<file path="config.mk">
export PLATFORM = sky130hd
export DESIGN_NAME = elevator_request_cost_bidder
export DESIGN_NICKNAME = d
export VERILOG_FILES = /design/src/hdl/erc_pkg.sv /design/src/hdl/erc_datapath.sv /design/src/hdl/erc_ctrl.sv /design/src/hdl/elevator_request_cost_bidder.sv
export SDC_FILE = /design/constraint.sdc
export NUM_CORES = 1
export LEC_CHECK = 0
export BUFFER_PORTS_ARGS = -buffer_cell sky130_fd_sc_hd__buf_4
export CAP_MARGIN = 30
export CORE_UTILIZATION = 60
export CTS_BUF_LIST = sky130_fd_sc_hd__clkbuf_4 sky130_fd_sc_hd__clkbuf_8
export DETAILED_ROUTE_END_ITERATION = 6
export HOLD_SLACK_MARGIN = 0.03
export PLACE_DENSITY = 0.83
export SLEW_MARGIN = 10
export SYNTH_ARGS = -nofsm -noshare
export SYNTH_HDL_FRONTEND = slang
export SYNTH_SLANG_ARGS = --single-unit
</file>
<file path="constraint.sdc">
create_clock -name aclk -period 6.69 [get_ports aclk]
set_clock_uncertainty 0.2 [all_clocks]
set_input_delay 0.669 -clock aclk [delete_from_list [all_inputs] [get_ports aclk]]
set_output_delay 0.669 -clock aclk [all_outputs]
set_load 0.03 [all_outputs]
</file>
<file path="src/hdl/erc_pkg.sv">
// Shared types and constants for the elevator request cost bidder.
// Holds command/button codes, field widths and the controller/datapath interface structs.
// No dependencies.
`timescale 1ns / 1ps
`default_nettype none

package erc_pkg;

    // default number of floors in the request table
    localparam int FLOORS_DEF = 4;

    // field widths
    localparam int CMD_W      = 3;
    localparam int FLOOR_W    = 2;
    localparam int BTN_W      = 2;
    localparam int EXT_W      = 16;
    localparam int COST_W     = 11;
    localparam int ROW_W      = 4;
    localparam int TMO_W      = 8;
    localparam int NODE_W     = 8;
    localparam int CFG_IDX_W  = 1;
    localparam int CFG_DATA_W = 8;

    // command codes
    localparam logic [CMD_W-1:0] CMD_PRESS       = 3'd0;
    localparam logic [CMD_W-1:0] CMD_FINISH      = 3'd1;
    localparam logic [CMD_W-1:0] CMD_REMOTE      = 3'd2;
    localparam logic [CMD_W-1:0] CMD_REMOTE_DONE = 3'd3;
    localparam logic [CMD_W-1:0] CMD_TICK        = 3'd4;

    // button codes
    localparam logic [BTN_W-1:0] BTN_UP   = 2'd0;
    localparam logic [BTN_W-1:0] BTN_DOWN = 2'd1;
    localparam logic [BTN_W-1:0] BTN_CAB  = 2'd2;
    localparam logic [BTN_W-1:0] BTN_BAD  = 2'd3;

    // bit positions in a table row
    localparam int F_UP   = 0;
    localparam int F_DOWN = 1;
    localparam int F_CAB  = 2;
    localparam int F_RESP = 3;

    // configuration register indexes
    localparam logic [CFG_IDX_W-1:0] CFG_NODE_ID = 1'b0;
    localparam logic [CFG_IDX_W-1:0] CFG_TIMEOUT = 1'b1;

    localparam logic [TMO_W-1:0]  TMO_RST    = 8'd25;
    localparam logic [COST_W-1:0] COST_SAT   = 11'd2047;
    localparam int                COST_SHIFT = 8;   // cost step of 255 = (n << 8) - n
    localparam int                MAX_RES    = 4;   // re-bids served per tick

    // decoded operation of the latched transaction
    typedef enum logic [2:0] {
        OP_NONE   = 3'd0,
        OP_ROW    = 3'd1,
        OP_HANDLE = 3'd2,
        OP_FINISH = 3'd3,
        OP_CLEAR  = 3'd4,
        OP_TICK   = 3'd5
    } op_t;

    // table update plus result load
    typedef enum logic [2:0] {
        ACT_NONE   = 3'd0,
        ACT_ZERO   = 3'd1,
        ACT_ROW    = 3'd2,
        ACT_FINISH = 3'd3,
        ACT_CLEAR  = 3'd4,
        ACT_DECIDE = 3'd5
    } act_t;

    typedef struct packed {
        logic load_in;
        logic set_flag;
        logic count;
        logic cost;
        logic tick_dec;
        logic tick_mask;
        logic scan_pick;
        logic scan_disarm;
        logic scan_next;
        act_t act;
    } ctl_cmd_t;

    typedef struct packed {
        op_t  op;
        logic out_free;
        logic tick_mode;
        logic scan_expired;
        logic scan_hall;
        logic scan_end;
        logic rebid_full;
        logic none_sent;
    } ctl_status_t;

endpackage

`default_nettype wire

</file>
<file path="src/hdl/erc_datapath.sv">
// Datapath of the request cost bidder: request table, timeouts, cost pipeline, result register.
// Depends on erc_pkg; driven by erc_ctrl through ctl_cmd_t / ctl_status_t.
`timescale 1ns / 1ps
`default_nettype none

module erc_datapath #(
    parameter int FLOORS = erc_pkg::FLOORS_DEF
) (
    input  wire logic                             aclk,
    input  wire logic                             aresetn,
    input  wire logic                             cfg_wr_en,
    input  wire logic [erc_pkg::CFG_IDX_W-1:0]    cfg_index,
    input  wire logic [erc_pkg::CFG_DATA_W-1:0]   cfg_wdata,
    input  wire logic [erc_pkg::CMD_W-1:0]        s_cmd,
    input  wire logic [erc_pkg::FLOOR_W-1:0]      s_floor,
    input  wire logic [erc_pkg::BTN_W-1:0]        s_button,
    input  wire logic [erc_pkg::EXT_W-1:0]        s_ext_cost,
    input  wire logic [erc_pkg::FLOOR_W-1:0]      s_current_floor,
    output logic                                  m_valid,
    input  wire logic                             m_ready,
    output logic                                  m_send_valid,
    output logic                                  m_send_kind,
    output logic [erc_pkg::FLOOR_W-1:0]           m_send_floor,
    output logic [erc_pkg::BTN_W-1:0]             m_send_button,
    output logic [erc_pkg::COST_W-1:0]            m_send_cost,
    output logic [erc_pkg::ROW_W-1:0]             m_floor_flags,
    output logic                                  m_last,
    input  wire erc_pkg::ctl_cmd_t                cmd,
    output erc_pkg::ctl_status_t                  status
);
    import erc_pkg::*;

    localparam int AW   = $clog2(FLOORS);
    localparam int FW   = (AW > FLOOR_W) ? AW : FLOOR_W;
    localparam int CW   = $clog2(FLOORS + 1);
    localparam int NW   = $clog2(2 * FLOORS + 4);
    localparam int CSTW = NW + COST_SHIFT;
    localparam int CMPW = (CSTW > EXT_W) ? CSTW : EXT_W;
    localparam int RW   = $clog2(MAX_RES + 1);

    localparam logic [FW:0]   FLOORS_F = (FW + 1)'(FLOORS);
    localparam logic [AW:0]   FLOORS_A = (AW + 1)'(FLOORS);
    localparam logic [AW-1:0] TOP_ADDR = AW'(FLOORS - 1);
    localparam logic [ROW_W-1:0] CAB_MASK = ROW_W'(1) << F_CAB;

    // state
    logic [ROW_W-1:0]  req_reg   [FLOORS];
    logic [ROW_W-1:0]  req_next  [FLOORS];
    logic [TMO_W-1:0]  tleft_reg [FLOORS];
    logic [TMO_W-1:0]  tleft_next[FLOORS];
    logic [FLOORS-1:0] armed_reg, armed_next;
    logic [FLOORS-1:0] pend_reg, pend_next;
    logic [NODE_W-1:0] node_id_reg, node_id_next;
    logic [TMO_W-1:0]  tmo_ticks_reg, tmo_ticks_next;
    logic [AW-1:0]     addr_reg, addr_next;
    logic [RW-1:0]     nres_reg, nres_next;

    // latched transaction and pipeline payload
    logic [CMD_W-1:0]   in_cmd_reg;
    logic [FLOOR_W-1:0] in_floor_reg;
    logic [BTN_W-1:0]   btn_reg, btn_next;
    logic [EXT_W-1:0]   ext_reg;
    logic [FLOOR_W-1:0] cur_reg;
    logic [NW-1:0]      n_reg, n_next;
    logic [CSTW-1:0]    cost_reg, cost_next;

    // result register
    logic                out_valid_reg, out_valid_next;
    logic                send_valid_reg, send_valid_next;
    logic                send_kind_reg, send_kind_next;
    logic [FLOOR_W-1:0]  send_floor_reg, send_floor_next;
    logic [BTN_W-1:0]    send_button_reg, send_button_next;
    logic [COST_W-1:0]   send_cost_reg, send_cost_next;
    logic [ROW_W-1:0]    flags_reg, flags_next;
    logic                last_reg, last_next;

    // combinational helpers
    logic               addr_ok, floor_ok, tick_mode;
    logic [ROW_W-1:0]   row;
    op_t                op;
    logic [CW-1:0]      load_cnt;
    logic [FW-1:0]      fa, fc, span;
    logic               hall, win, lose;
    logic [ROW_W-1:0]   row_dec;
    logic [COST_W-1:0]  cost_sat;
    logic [FLOORS-1:0]  pend_clr;
    logic               last_dec;

    assign addr_ok   = {1'b0, addr_reg} < FLOORS_A;
    assign floor_ok  = (FW + 1)'(in_floor_reg) < FLOORS_F;
    assign row       = addr_ok ? req_reg[addr_reg] : '0;
    assign tick_mode = (in_cmd_reg == CMD_TICK);

    always_comb begin
        if (in_cmd_reg == CMD_TICK) begin
            op = OP_TICK;
        end else if (in_cmd_reg > CMD_TICK || !floor_ok ||
                     ((in_cmd_reg == CMD_PRESS || in_cmd_reg == CMD_REMOTE) &&
                      btn_reg == BTN_BAD)) begin
            op = OP_NONE;
        end else begin
            case (in_cmd_reg)
                CMD_PRESS:   op = row[btn_reg] ? OP_ROW : OP_HANDLE;
                CMD_REMOTE:  op = OP_HANDLE;
                CMD_FINISH:  op = OP_FINISH;
                default:     op = OP_CLEAR;
            endcase
        end
    end

    // floors carrying load: a cab call, or an owned hall call
    always_comb begin
        load_cnt = '0;
        for (int i = 0; i < FLOORS; i++) begin
            if (req_reg[i][F_CAB] ||
                (req_reg[i][F_RESP] && (req_reg[i][F_UP] || req_reg[i][F_DOWN]))) begin
                load_cnt = load_cnt + CW'(1);
            end
        end
    end

    assign fa     = FW'(addr_reg);
    assign fc     = FW'(cur_reg);
    assign span   = (fa > fc) ? (fa - fc) : (fc - fa);
    assign n_next = NW'(span) + NW'(load_cnt);
    assign cost_next = (CSTW'(n_reg) << COST_SHIFT) - CSTW'(n_reg) + CSTW'(node_id_reg);

    // bid decision
    assign hall = (btn_reg != BTN_CAB);
    assign win  = (in_cmd_reg != CMD_REMOTE) || (CMPW'(cost_reg) < CMPW'(ext_reg));
    assign lose = (in_cmd_reg == CMD_REMOTE) && (CMPW'(cost_reg) > CMPW'(ext_reg));
    assign cost_sat = (cost_reg > CSTW'(COST_SAT)) ? COST_SAT : cost_reg[COST_W-1:0];

    always_comb begin
        row_dec = row;
        if (hall && win) begin
            row_dec[F_RESP] = 1'b1;
        end else if (hall && lose) begin
            row_dec[F_RESP] = 1'b0;
        end
    end

    assign pend_clr = pend_reg & ~(FLOORS'(1) << addr_reg);
    assign last_dec = !tick_mode || (nres_reg == RW'(MAX_RES - 1)) || (pend_clr == '0);

    // table, timeout and counter updates
    always_comb begin
        req_next       = req_reg;
        tleft_next     = tleft_reg;
        armed_next     = armed_reg;
        pend_next      = pend_reg;
        addr_next      = addr_reg;
        nres_next      = nres_reg;
        btn_next       = btn_reg;
        node_id_next   = node_id_reg;
        tmo_ticks_next = tmo_ticks_reg;

        if (cfg_wr_en) begin
            unique case (cfg_index)
                CFG_NODE_ID: node_id_next   = cfg_wdata;
                CFG_TIMEOUT: tmo_ticks_next = cfg_wdata;
                default:     node_id_next   = node_id_reg;
            endcase
        end

        if (cmd.load_in) begin
            addr_next = AW'(s_floor);
            btn_next  = s_button;
        end

        if (cmd.set_flag && addr_ok) begin
            req_next[addr_reg][btn_reg] = 1'b1;
        end

        if (cmd.tick_dec) begin
            for (int i = 0; i < FLOORS; i++) begin
                if (armed_reg[i] && tleft_reg[i] != '0) begin
                    tleft_next[i] = tleft_reg[i] - TMO_W'(1);
                end
            end
            addr_next = '0;
            nres_next = '0;
        end

        // hall floors already expired after the count-down; they decide the last flag
        if (cmd.tick_mask) begin
            for (int i = 0; i < FLOORS; i++) begin
                pend_next[i] = armed_reg[i] && (tleft_reg[i] == '0) &&
                               (req_reg[i][F_UP] || req_reg[i][F_DOWN]);
            end
        end

        if (cmd.scan_pick) begin
            btn_next = row[F_UP] ? BTN_UP : BTN_DOWN;
        end

        if (cmd.scan_disarm && addr_ok) begin
            armed_next[addr_reg] = 1'b0;
        end

        if (cmd.scan_next) begin
            addr_next = addr_reg + AW'(1);
        end

        if (addr_ok) begin
            case (cmd.act)
                ACT_FINISH: begin
                    req_next[addr_reg]   = '0;
                    armed_next[addr_reg] = 1'b0;
                end
                ACT_CLEAR: begin
                    req_next[addr_reg]   = row & CAB_MASK;
                    armed_next[addr_reg] = 1'b0;
                end
                ACT_DECIDE: begin
                    req_next[addr_reg] = row_dec;
                    if (hall) begin
                        armed_next[addr_reg] = 1'b1;
                        tleft_next[addr_reg] = tmo_ticks_reg;
                    end
                    if (tick_mode) begin
                        nres_next = nres_reg + RW'(1);
                        pend_next = pend_clr;
                    end
                end
                default: ;
            endcase
        end
    end

    // result register
    always_comb begin
        send_valid_next  = 1'b0;
        send_kind_next   = 1'b0;
        send_floor_next  = '0;
        send_button_next = '0;
        send_cost_next   = '0;
        flags_next       = '0;
        last_next        = 1'b1;
        case (cmd.act)
            ACT_ROW: flags_next = row;
            ACT_FINISH: begin
                send_valid_next = 1'b1;
                send_kind_next  = 1'b1;
                send_floor_next = FLOOR_W'(addr_reg);
            end
            ACT_CLEAR: flags_next = row & CAB_MASK;
            ACT_DECIDE: begin
                flags_next = row_dec;
                last_next  = last_dec;
                if (hall && win) begin
                    send_valid_next  = 1'b1;
                    send_floor_next  = FLOOR_W'(addr_reg);
                    send_button_next = btn_reg;
                    send_cost_next   = cost_sat;
                end
            end
            default: ;
        endcase

        if (cmd.act != ACT_NONE) begin
            out_valid_next = 1'b1;
        end else if (m_ready) begin
            out_valid_next = 1'b0;
        end else begin
            out_valid_next = out_valid_reg;
        end
    end

    always_ff @(posedge aclk) begin
        if (!aresetn) begin
            for (int i = 0; i < FLOORS; i++) begin
                req_reg[i]   <= '0;
                tleft_reg[i] <= '0;
            end
            armed_reg     <= '0;
            pend_reg      <= '0;
            node_id_reg   <= '0;
            tmo_ticks_reg <= TMO_RST;
            addr_reg      <= '0;
            nres_reg      <= '0;
            out_valid_reg <= 1'b0;
        end else begin
            req_reg       <= req_next;
            tleft_reg     <= tleft_next;
            armed_reg     <= armed_next;
            pend_reg      <= pend_next;
            node_id_reg   <= node_id_next;
            tmo_ticks_reg <= tmo_ticks_next;
            addr_reg      <= addr_next;
            nres_reg      <= nres_next;
            out_valid_reg <= out_valid_next;
        end
    end

    always_ff @(posedge aclk) begin
        btn_reg <= btn_next;
        if (cmd.load_in) begin
            in_cmd_reg   <= s_cmd;
            in_floor_reg <= s_floor;
            ext_reg      <= s_ext_cost;
            cur_reg      <= s_current_floor;
        end
        if (cmd.count) begin
            n_reg <= n_next;
        end
        if (cmd.cost) begin
            cost_reg <= cost_next;
        end
        if (cmd.act != ACT_NONE) begin
            send_valid_reg  <= send_valid_next;
            send_kind_reg   <= send_kind_next;
            send_floor_reg  <= send_floor_next;
            send_button_reg <= send_button_next;
            send_cost_reg   <= send_cost_next;
            flags_reg       <= flags_next;
            last_reg        <= last_next;
        end
    end

    assign m_valid       = out_valid_reg;
    assign m_send_valid  = send_valid_reg;
    assign m_send_kind   = send_kind_reg;
    assign m_send_floor  = send_floor_reg;
    assign m_send_button = send_button_reg;
    assign m_send_cost   = send_cost_reg;
    assign m_floor_flags = flags_reg;
    assign m_last        = last_reg;

    always_comb begin
        status.op           = op;
        status.out_free     = !out_valid_reg || m_ready;
        status.tick_mode    = tick_mode;
        status.scan_expired = addr_ok && armed_reg[addr_reg] && (tleft_reg[addr_reg] == '0);
        status.scan_hall    = row[F_UP] || row[F_DOWN];
        status.scan_end     = (addr_reg == TOP_ADDR);
        status.rebid_full   = (nres_reg == RW'(MAX_RES - 1));
        status.none_sent    = (nres_reg == '0);
    end

endmodule

`default_nettype wire

</file>
<file path="src/hdl/erc_ctrl.sv">
// Controller of the request cost bidder: one-hot sequencer over dispatch, cost and tick scan.
// Depends on erc_pkg; drives erc_datapath through ctl_cmd_t.
`timescale 1ns / 1ps
`default_nettype none

module erc_ctrl (
    input  wire logic                  aclk,
    input  wire logic                  aresetn,
    input  wire logic                  s_valid,
    output logic                       s_ready,
    input  wire erc_pkg::ctl_status_t  status,
    output erc_pkg::ctl_cmd_t          cmd
);
    import erc_pkg::*;

    typedef enum logic [7:0] {
        S_IDLE     = 8'b0000_0001,
        S_DISPATCH = 8'b0000_0010,
        S_COUNT    = 8'b0000_0100,
        S_COST     = 8'b0000_1000,
        S_DECIDE   = 8'b0001_0000,
        S_TMASK    = 8'b0010_0000,
        S_SCAN     = 8'b0100_0000,
        S_TZERO    = 8'b1000_0000
    } state_t;

    state_t state_reg, state_next;

    assign s_ready = (state_reg == S_IDLE);

    always_comb begin
        state_next = state_reg;
        cmd        = '0;
        cmd.act    = ACT_NONE;
        unique case (state_reg)
            S_IDLE: begin
                if (s_valid) begin
                    cmd.load_in = 1'b1;
                    state_next  = S_DISPATCH;
                end
            end
            S_DISPATCH: begin
                unique case (status.op)
                    OP_TICK: begin
                        cmd.tick_dec = 1'b1;
                        state_next   = S_TMASK;
                    end
                    OP_HANDLE: begin
                        cmd.set_flag = 1'b1;
                        state_next   = S_COUNT;
                    end
                    OP_ROW: begin
                        if (status.out_free) begin
                            cmd.act    = ACT_ROW;
                            state_next = S_IDLE;
                        end
                    end
                    OP_FINISH: begin
                        if (status.out_free) begin
                            cmd.act    = ACT_FINISH;
                            state_next = S_IDLE;
                        end
                    end
                    OP_CLEAR: begin
                        if (status.out_free) begin
                            cmd.act    = ACT_CLEAR;
                            state_next = S_IDLE;
                        end
                    end
                    default: begin
                        if (status.out_free) begin
                            cmd.act    = ACT_ZERO;
                            state_next = S_IDLE;
                        end
                    end
                endcase
            end
            S_COUNT: begin
                cmd.count  = 1'b1;
                state_next = S_COST;
            end
            S_COST: begin
                cmd.cost   = 1'b1;
                state_next = S_DECIDE;
            end
            S_DECIDE: begin
                if (status.out_free) begin
                    cmd.act = ACT_DECIDE;
                    if (!status.tick_mode || status.rebid_full || status.scan_end) begin
                        state_next = S_IDLE;
                    end else begin
                        cmd.scan_next = 1'b1;
                        state_next    = S_SCAN;
                    end
                end
            end
            S_TMASK: begin
                cmd.tick_mask = 1'b1;
                state_next    = S_SCAN;
            end
            S_SCAN: begin
                if (status.scan_expired && status.scan_hall) begin
                    // flag is already set: straight to the cost stages
                    cmd.scan_pick = 1'b1;
                    state_next    = S_COUNT;
                end else begin
                    cmd.scan_disarm = status.scan_expired;
                    if (status.scan_end) begin
                        state_next = status.none_sent ? S_TZERO : S_IDLE;
                    end else begin
                        cmd.scan_next = 1'b1;
                    end
                end
            end
            S_TZERO: begin
                if (status.out_free) begin
                    cmd.act    = ACT_ZERO;
                    state_next = S_IDLE;
                end
            end
            default: state_next = S_IDLE;
        endcase
    end

    always_ff @(posedge aclk) begin
        if (!aresetn) begin
            state_reg <= S_IDLE;
        end else begin
            state_reg <= state_next;
        end
    end

endmodule

`default_nettype wire

</file>
<file path="src/hdl/elevator_request_cost_bidder.sv">
// Top level of the elevator request cost bidder: controller plus datapath.
// Depends on erc_pkg, erc_ctrl and erc_datapath.
//
//   channel | handshake                 | carries
//   --------+---------------------------+------------------------------------------------
//   cfg     | cfg_wr_en                 | cfg_index, cfg_wdata (node id, timeout ticks)
//   s_      | s_valid / s_ready         | cmd, floor, button, ext_cost, current_floor
//   m_      | m_valid / m_ready         | send_*, floor_flags, last
//
// One transaction at a time. Press or remote request: accept, dispatch, count, cost,
// decide. Finish, remote complete, press on a set flag, ignored input: accept, dispatch.
// Tick: accept, dispatch, mask, scan; count, cost, decide per re-bid floor; empty result
// if none is re-bid. Scan: one floor a cycle between re-bids, stops after the 4th re-bid.
// Result register decouples m_ready; a stalled result only holds the step that writes it.
// Reset (aresetn low, synchronous) clears the table, timeouts and config to defaults.
`timescale 1ns / 1ps
`default_nettype none

module elevator_request_cost_bidder #(
    parameter int FLOORS = erc_pkg::FLOORS_DEF
) (
    input  wire logic                            aclk,
    input  wire logic                            aresetn,
    input  wire logic                            cfg_wr_en,
    input  wire logic [erc_pkg::CFG_IDX_W-1:0]   cfg_index,
    input  wire logic [erc_pkg::CFG_DATA_W-1:0]  cfg_wdata,
    input  wire logic                            s_valid,
    output logic                                 s_ready,
    input  wire logic [erc_pkg::CMD_W-1:0]       s_cmd,
    input  wire logic [erc_pkg::FLOOR_W-1:0]     s_floor,
    input  wire logic [erc_pkg::BTN_W-1:0]       s_button,
    input  wire logic [erc_pkg::EXT_W-1:0]       s_ext_cost,
    input  wire logic [erc_pkg::FLOOR_W-1:0]     s_current_floor,
    output logic                                 m_valid,
    input  wire logic                            m_ready,
    output logic                                 m_send_valid,
    output logic                                 m_send_kind,
    output logic [erc_pkg::FLOOR_W-1:0]          m_send_floor,
    output logic [erc_pkg::BTN_W-1:0]            m_send_button,
    output logic [erc_pkg::COST_W-1:0]           m_send_cost,
    output logic [erc_pkg::ROW_W-1:0]            m_floor_flags,
    output logic                                 m_last
);
    import erc_pkg::*;

    ctl_cmd_t    cmd;
    ctl_status_t status;

    erc_ctrl u_ctrl (
        .aclk    (aclk),
        .aresetn (aresetn),
        .s_valid (s_valid),
        .s_ready (s_ready),
        .status  (status),
        .cmd     (cmd)
    );

    erc_datapath #(
        .FLOORS (FLOORS)
    ) u_datapath (
        .aclk            (aclk),
        .aresetn         (aresetn),
        .cfg_wr_en       (cfg_wr_en),
        .cfg_index       (cfg_index),
        .cfg_wdata       (cfg_wdata),
        .s_cmd           (s_cmd),
        .s_floor         (s_floor),
        .s_button        (s_button),
        .s_ext_cost      (s_ext_cost),
        .s_current_floor (s_current_floor),
        .m_valid         (m_valid),
        .m_ready         (m_ready),
        .m_send_valid    (m_send_valid),
        .m_send_kind     (m_send_kind),
        .m_send_floor    (m_send_floor),
        .m_send_button   (m_send_button),
        .m_send_cost     (m_send_cost),
        .m_floor_flags   (m_floor_flags),
        .m_last          (m_last),
        .cmd             (cmd),
        .status          (status)
    );

endmodule

`default_nettype wire

</file>
After elaboration in Yosys (flattened, before gate mapping):

Index checks and enable logic that the tools add are counted.

* bits in registers: 147
* bits of input ports: 39
* output and inout bits: 24

* add/sub/neg operators: 14
* $lt $le $gt $ge: 11
* equal/unequal tests: 28
* shifts and indexed selects: 1
* mux-type cells: 98
* bitwise gates (word level): 11
* reductions and logical operators: 65

Operators by type and width (number)
* 8-bit two-way mux: 13
* 32-bit two-way mux: 3
* 8-bit one-hot mux with 8 select lines: 1
* 16-bit one-hot mux with 3 select lines: 1
* 8-bit logical NOT: 5
* 4-bit two-way mux: 10
* 16-bit bitwise mux: 2
* 32-bit bitwise mux: 1
* 8-bit nonzero test: 4
* 8-bit by 1-bit subtractor with 8-bit output, second input constant: 4
* 3-bit two-way mux: 9
* 1-bit logical AND: 25
* 1-bit two-way mux: 25
* 2-bit two-way mux: 12
* 3-bit by 2-bit equality test with 1-bit output, second input constant: 6
* 3-bit one-hot mux with 3 select lines: 2
* 16-bit AND: 1
* 8-bit binary-select mux with 2-bit select: 1
* 4-bit demux with 2-bit select: 2
* 8-bit demux with 2-bit select: 1
* 12-bit by 16-bit > comparator with 1-bit output: 1
* 1-bit logical OR: 16
* 12-bit by 16-bit less-than comparator with 1-bit output: 1
* 16-bit two-way mux: 1
* other kinds (55): 81

Longest topological paths before layout:

Gate-level depths: netlist (run 1).

* word-level depth: 17
* depth in mapped cells: 10
* mapped depth without buffers: 10

By module:

Synthesis (run 1) repeated with hierarchy kept, for this count alone.

* cell total of the unflattened synthesis: 832
* area, all modules: 7827.5 sq um

By module, submodules not included
* erc_datapath: times used 1, cells an instance 729, area each 7073.0 sq um, seq. area each 3393.3 sq um
* erc_ctrl: times used 1, cells an instance 103, area each 754.5 sq um, seq. area each 160.2 sq um

Worst setup path before layout (run 1):

No wires, ideal clock.

* path kind: reg-to-reg
* from: register u_ctrl.state_reg[2]
* to: register u_datapath.flags_reg[0] (netlist: u_datapath.m_floor_flags[0]) (enable)
* data arrival time: 2.547 ns
* data required time: 6.082 ns
* setup slack: 3.535 ns
* stages on the path, launching flop included: 7
* buffers on the path: 2
* period minus slack after synthesis: 3.155 ns
* cell sequence: dfxtp_1 > buf_2 > nor4_1 > and2_1 > buf_2 > nor2_1 > o211ai_1

* longest elaborated chain between the ends: 3

RTL lines
* from (decl): line erc_ctrl.sv:27 `state_t state_reg, state_next;`
* from (signal assigned): line erc_ctrl.sv:129 `state_reg <= state_next;`
* 8-bit equality test (tied with other cells): line erc_ctrl.sv:35 `unique case (state_reg)`
* 3-bit one-hot mux with 3 select lines *: line erc_ctrl.sv:35
* 3-bit nonzero test *: line erc_datapath.sv:310 `if (cmd.act != ACT_NONE) begin`
* to (signal assigned): line erc_datapath.sv:316 `flags_reg <= flags_next;`
* to (decl): line erc_datapath.sv:74 `logic [ROW_W-1:0] flags_reg, flags_next;`

Every way passes the cells marked *; elsewhere a longest branch is shown, timed or not.
A chain may end at the register's enable or synchronous reset.

Final worst setup path (run 1):

* from: register u_datapath.addr_reg[0]
* to: register u_datapath.req_reg[1] (netlist name)

* longest elaborated chain between the ends: 16

RTL lines
* from (decl): line erc_datapath.sv:55 `logic [AW-1:0] addr_reg, addr_next;`
* from (signal assigned): line erc_datapath.sv:290 `addr_reg <= addr_next;`
* 2-bit NOT with 3-bit output (implied by the code) *
* 4-bit binary-select mux with 2-bit select: line erc_datapath.sv:91 `assign row = addr_ok ? req_reg[addr_reg] : '0;`
* 4-bit two-way mux (implied by the code) (2 in series): line erc_datapath.sv:91
* 1-bit binary-select mux with 2-bit select: line erc_datapath.sv:103 `CMD_PRESS: op = row[btn_reg] ? OP_ROW : OP_HANDLE;`
* 1-bit two-way mux (implied by the code): line erc_datapath.sv:103
* 2-bit two-way mux: line erc_datapath.sv:103
* 3-bit one-hot mux with 3 select lines: line erc_datapath.sv:102 `case (in_cmd_reg)`
* 3-bit two-way mux: line erc_datapath.sv:97 `end else if (in_cmd_reg > CMD_TICK || !floor_ok ||`
* 3-bit two-way mux: line erc_datapath.sv:95 `if (in_cmd_reg == CMD_TICK) begin`
* 3-bit equality test / 3-bit by 2-bit equality test with 1-bit output (equally long branches): line erc_ctrl.sv:43 `unique case (status.op)`
* 2-bit OR reduction (no line) / 1-bit two-way mux (equally long branches)
* 3-bit one-hot mux with 4 select lines / 1-bit two-way mux (equally long branches): line erc_ctrl.sv:43, erc_ctrl.sv:35
* 3-bit one-hot mux with 3 select lines / 16-bit two-way mux (equally long branches): line erc_ctrl.sv:35, erc_datapath.sv:171
* 3-bit equality test (tied with other cells): line erc_datapath.sv:206 `case (cmd.act)`
* 16-bit one-hot mux with 3 select lines *: line erc_datapath.sv:206
* to (signal assigned): line erc_datapath.sv:284 `req_reg <= req_next;`
* to (decl): line erc_datapath.sv:47 `logic [ROW_W-1:0] req_reg [FLOORS];`

Every way passes the cells marked *; elsewhere a longest branch is shown, timed or not. The select of a mux whose other input is x is not followed.

==> flow_summary.ini, run 1 <==
[synth]
ys.flop_type = dfxtp_1
synth_area_um2 = 7960
syn_nets = 920
synth_edf_count = 61
syn_inst = 839
synth_seq_cells = 147
yosysWarnings = 0
synth_top_area_share_pct = 23.0
synthDistinctLibCells = 79
async_reset_ff_share_pct = 0
yosysSeqAreaShare_pct = 44.7
synth_top_cell_by_area = edfxtp_1
synthTopCellsByArea = edfxtp_1 (23%), dfxtp_1 (22%), ha_1 (6.1%)
syn_area_per_cell_um2 = 9.48

[finish]
largest_register_ffs = 32
antennaDiodeCount = 0
post-route-util_pct = 69.6
layoutNonFillerInstCount = 1070
area_growth_syn_to_layout_pct = 11.8
final_nets = 966
drive_gt1_share_pct = 14.9

[clock_network]
cts_max_level = 4
cts_buffer_depth = 2
cts_resized = 0
clkSinkCount = 147
cts_setup_buffers = 0
clock_latency_ns = 0.46
numCtsBuffers = 17
clk_pin_slew_ns = 0.08
cts_tree = done
cts_root_buffer = clkbuf_8
hold_buffers = 0

[detailed_routing]
first_pass_iters = 5
drtIter0Drc = 567
antenna_left = 0
wl_um = 19600
vias = 6630
wl_per_cell_um = 18.3
route.detailed.drc = 0
vias_per_cell = 6.20

[setup_path]
endpoint_kind = flip-flop
critPathKind = reg2reg
start_kind = flip-flop
reg2reg_slack_ns = 3.33
critical_path.cell_chain = inv_1 -> a2111oi_2 -> o31ai_1 -> nor4_1 -> a31oi_1 -> a311oi_1
max_stage_delay_ns = 0.87
critPathTopFamily = compound AO/OA/AOI/OAI gates
arrival_ns = 3.53
crit_buf_inv = 1
cp.required_ns = 6.86
path_max_fanout = 17
cpMaxStageDelayCell = dfxtp_1

[sta]
post-route-period-util_pct = 50.3
fin_setup_tns_ns = 0
max-slew-margin-rel_pct = 36.2
hold_viol_final = 0
setup_viol = 0
whs_ns = 0.186
final.min_clock_period_ns = 3.36
clock.fmax_mhz = 297
slew_violations = 0
rsz0062_at_grt = no
worstMarginPinSlew_ns = 0.954

[place]
dp_hpwl_um = 14300
gp_congestion = 0.936
post-place-cells = 1037
port_buffers = 62

[grt]
antenna_found_initial = 0
gr-total-overflow = 0
grt_pass1_wl_um = 31600
grt_use_total_pct = 30.4
grt_pass1_vias = 6404
grt_max_degree = 45

[floorplanning]
dieArea_um2 = 13700
rows = 41
ios = 63
start_util_pct = 62.3
fp.dieH_um = 117
die_width_um = 117
core_area_um2 = 12800

[pwr]
powerDensity_nw_per_um2 = 245
ir_drop_v = 0.000202
cellLeakagePower_uw = 0.00344

[job]
max_cap_violations = 0

[outcome]
outcome = finished, final reports clean

[worst_hold_path]
min_path_type = in2reg
## worst register-to-register path: stages, from the launching register on
cell and delay [ns]:
dfxtp_1 0.87, inv_1 0.32, a2111oi_2 0.46, o31ai_1 0.26, nor4_1 0.70, a31oi_1 0.19, a311oi_1 0.26
## per-layer routing
metal / routed length (µm) / GRT usage, % / vias up
li1: - / - / 3113
met1: 8300 / 37.4 / 3160
met2: 9360 / 50.2 / 297
met3: 1370 / 7.62 / 60
met4: 588 / 14.1 / 0
met5: 0 / 0 / -
## cell usage in the layout (no fill, tap or decap), types with 19 or more instances in the layout
master / netlist / layout
nor2_1: 88 / 88
dfxtp_1: 86 / 86
nand2_1: 71 / 71
buf_4: 1 / 66
edfxtp_1: 61 / 61
a21oi_1: 59 / 59
inv_1: 55 / 55
ha_1: 39 / 39
o21ai_0: 37 / 37
xnor2_1: 25 / 25
nor3_1: 19 / 19
xor2_1: 19 / 19
clkbuf_8: 0 / 19
## report_power, final
group | switching (µW) | total, µW | internal [µW]
sequential | 65.9 | 1070 | 1010
combinational | 267 | 424 | 157
clock | 325 | 685 | 360
total | 658 | 2180 | 1530
## kinds of logic after synthesis
kind of cell / after synthesis / share of synthesized area, %
buf+inv: 95 / 4.75
simple gates: 298 / 19.5
xor+xnor: 44 / 4.84
fa+ha+maj: 42 / 6.89
mux: 19 / 3.10
compound gates: 194 / 16.3
flops: 147 / 44.7
## metrics by stage
stage | area (µm²) | total power, µW | worst slack (ns)
final | 8890 | 2180 | 3.33
after detailed placement | 8490 | 1510 | 3.38
after global placement | 8490 | 1500 | 3.47
after CTS | 8890 | 2180 | 3.34
after global routing | 8890 | 2270 | 3.05
after floorplan | 7960 | 1380 | 3.53
## cells in the mapped netlist (8+ instances only)
master    count
a211oi_1     18
a21oi_1      59
a311oi_1     12
a31oi_1      11
and2_1       13
clkbuf_1     27
dfxtp_1      86
edfxtp_1     61
ha_1         39
inv_1        55
mux2i_1      10
nand2_1      71
nand2b_1     10
nand3_1      18
nor2_1       88
nor3_1       19
nor4_1       10
o21ai_0      37
or2_2         8
xnor2_1      25
xor2_1       19
## cell type report
type / count / area [µm²]
Fill cell: 971 / 3880
Multi-Input combinational cell: 597 / 4030
Tap cell: 172 / 215
Clock buffer: 22 / 284
Inverter: 55 / 206
Sequential cell: 147 / 3550
Clock inverter: 10 / 108
Timing Repair Buffer: 67 / 500
## final timing paths
path,startpoint,endpoint,depth (start not counted)
setup / recovery,u_datapath.addr_reg[0],u_datapath.req_reg[1],6
hold / removal,s_ext_cost[7],u_datapath.ext_reg[7],1
setup reg to reg,u_datapath.addr_reg[0],u_datapath.req_reg[1],6
hold reg to reg,u_datapath.node_id_reg[2],u_datapath.node_id_reg[2],2
Power figures use the tool's default switching activity.
==> run 2, diff against run 1 <==
clock period = 3.34 ns   (was 6.69 ns; I/O delays follow)
==> flow_summary.ini, run 2 (same netlist as run 1, synthesis figures left out) <==
[detailed_routing]
vias_per_cell = 6.12
route.detailed.drc = 0
wl_met1_um = 8270
met3_length_um = 1660
vias = 6859
antenna_left = 0
highest-signal-layer = met4
wl_um = 20800
drtIter0Drc = 626
wl_per_cell_um = 18.6
wl_met2_um = 10200
first_pass_iters = 6

[floorplanning]
core_area_um2 = 12800
fp.dieH_um = 117
die_width_um = 117
ios = 63
rows = 41
dieArea_um2 = 13700
start_util_pct = 62.3

[setup_path]
critical_path.cell_chain = or2_2 -> a21o_1 -> ha_1 -> xnor2_1 -> ha_1 -> mux2_2 -> ha_1 -> a21o_1 -> and2_1
path_max_fanout = 4
critPathKind = reg2reg
start_kind = flip-flop
arrival_ns = 3.12
critPathLaunch = u_datapath.req_reg[12]
max_stage_delay_ns = 0.34
worstReg2RegStart = u_datapath.req_reg[12]
cp.required_ns = 3.36
crit_top_cell = ha_1
endpoint_kind = flip-flop
cpMaxStageDelayCell = dfxtp_1

[job]
max_cap_violations = 0

[place]
gp_congestion = 0.970
dpl_cell_area_um2 = 8650
place_ws_ns = 0.278
port_buffers = 62
dp_hpwl_um = 14700

[finish]
antennaDiodeCount = 0
area_growth_syn_to_layout_pct = 18.2
fillers = 896
final_cell_mix = nor2_1 (88), buf_4 (87), dfxtp_1 (86), nand2_1 (71), edfxtp_1 (61)
drive_gt1_share_pct = 16.2
fin_area_um2 = 9400
final_common_cell = nor2_1
final_nets = 1018
largest_register_ffs = 32

[sta]
finalWorstSetupSlack_ns = 0.245
rsz0062_at_grt = no
max-slew-margin-rel_pct = 47.5
clock.fmax_mhz = 323
worstMarginPinSlew_ns = 0.777
setup_viol = 0
fin_setup_tns_ns = 0
slew_violations = 0
final.min_clock_period_ns = 3.10
hold_viol_final = 0
post-route-period-util_pct = 92.7

[worst_hold_path]
min_path_type = in2reg
hp-start = aresetn

[pwr]
ir_drop_v = 0.000317
power.total_uw = 4620
powerDensity_nw_per_um2 = 492
cellLeakagePower_uw = 0.00369

[clock_network]
clock_latency_ns = 0.46
cts_root_buffer = clkbuf_8
clk_pin_slew_ns = 0.08
cts_max_level = 4
cts_tree = done
cts_resized = 0
numCtsBuffers = 17
cts_buffer_depth = 2
clkSinkCount = 147

[outcome]
outcome = finished, final reports clean

[grt]
grt_use_total_pct = 32.7
antenna_found_initial = 0
grt_max_degree = 35
grt_pass1_vias = 6685
grt_pass1_wl_um = 33400
gr-total-overflow = 0
run 2: stage by stage:
step	cells	hold WS (ns)	util [%]
2_1_floorplan	839	0.233	-
3_3_place_gp	1057	0.280	67.7
3_5_place_dp	1057	0.285	67.7
4_1_cts	1120	0.0301	73.6
5_1_grt	1121	0.0566	73.6
6_report	1121	0.0591	73.6
run 2: critical path, delay by kind of cell, from the launching register on:
kind / cells / cell delay, ns
AND/OR/NAND/NOR: 2 / 0.47
XOR/XNOR: 1 / 0.30
multiplexers: 1 / 0.28
AO/OA/AOI/OAI: 2 / 0.38
flip-flops: 1 / 0.34
adder cells (fa/ha/maj): 3 / 0.90
run 2: where the power goes:
part | total [µW] | switching (µW) | internal, µW
logic | 994 | 609 | 385
clock network | 1510 | 660 | 851
registers | 2120 | 99.4 | 2020
total | 4620 | 1370 | 3250
run 2: path summary, 6_finish.rpt:
check	end	slack (ns)	cells past startpoint
setup / recovery	u_datapath.n_reg[3]	0.24	9
hold reg to reg	u_datapath.pend_reg[1]	0.31	2
setup reg to reg	u_datapath.n_reg[3]	0.24	9
hold / removal	u_datapath.tmo_ticks_reg[3]	0.06	2
run 2: area by class of cell:
class | instances | area, µm² | share of cell area [%]
Inverter | 55 | 206 | 2.20
Clock buffer | 21 | 270 | 2.87
Tap cell | 172 | 215 | 2.29
Multi-Input combinational cell | 597 | 4030 | 42.8
Clock inverter | 10 | 158 | 1.68
Timing Repair Buffer | 119 | 973 | 10.4
Sequential cell | 147 | 3550 | 37.8
run 2: layer usage:
metal  global-route usage (%)  up-vias
met5                        0        -
met4                     16.5        0
met3                     7.52       66
met2                     54.4      390
met1                     40.0     3189
li1                         -     3214
run 2: what timing repair did:
| action | in CTS | in global routing |
|---|---|---|
| hold endpoints to repair | 39 | 0 |
| hold buffers | 32 | 0 |
| buffers inserted | 0 | 0 |
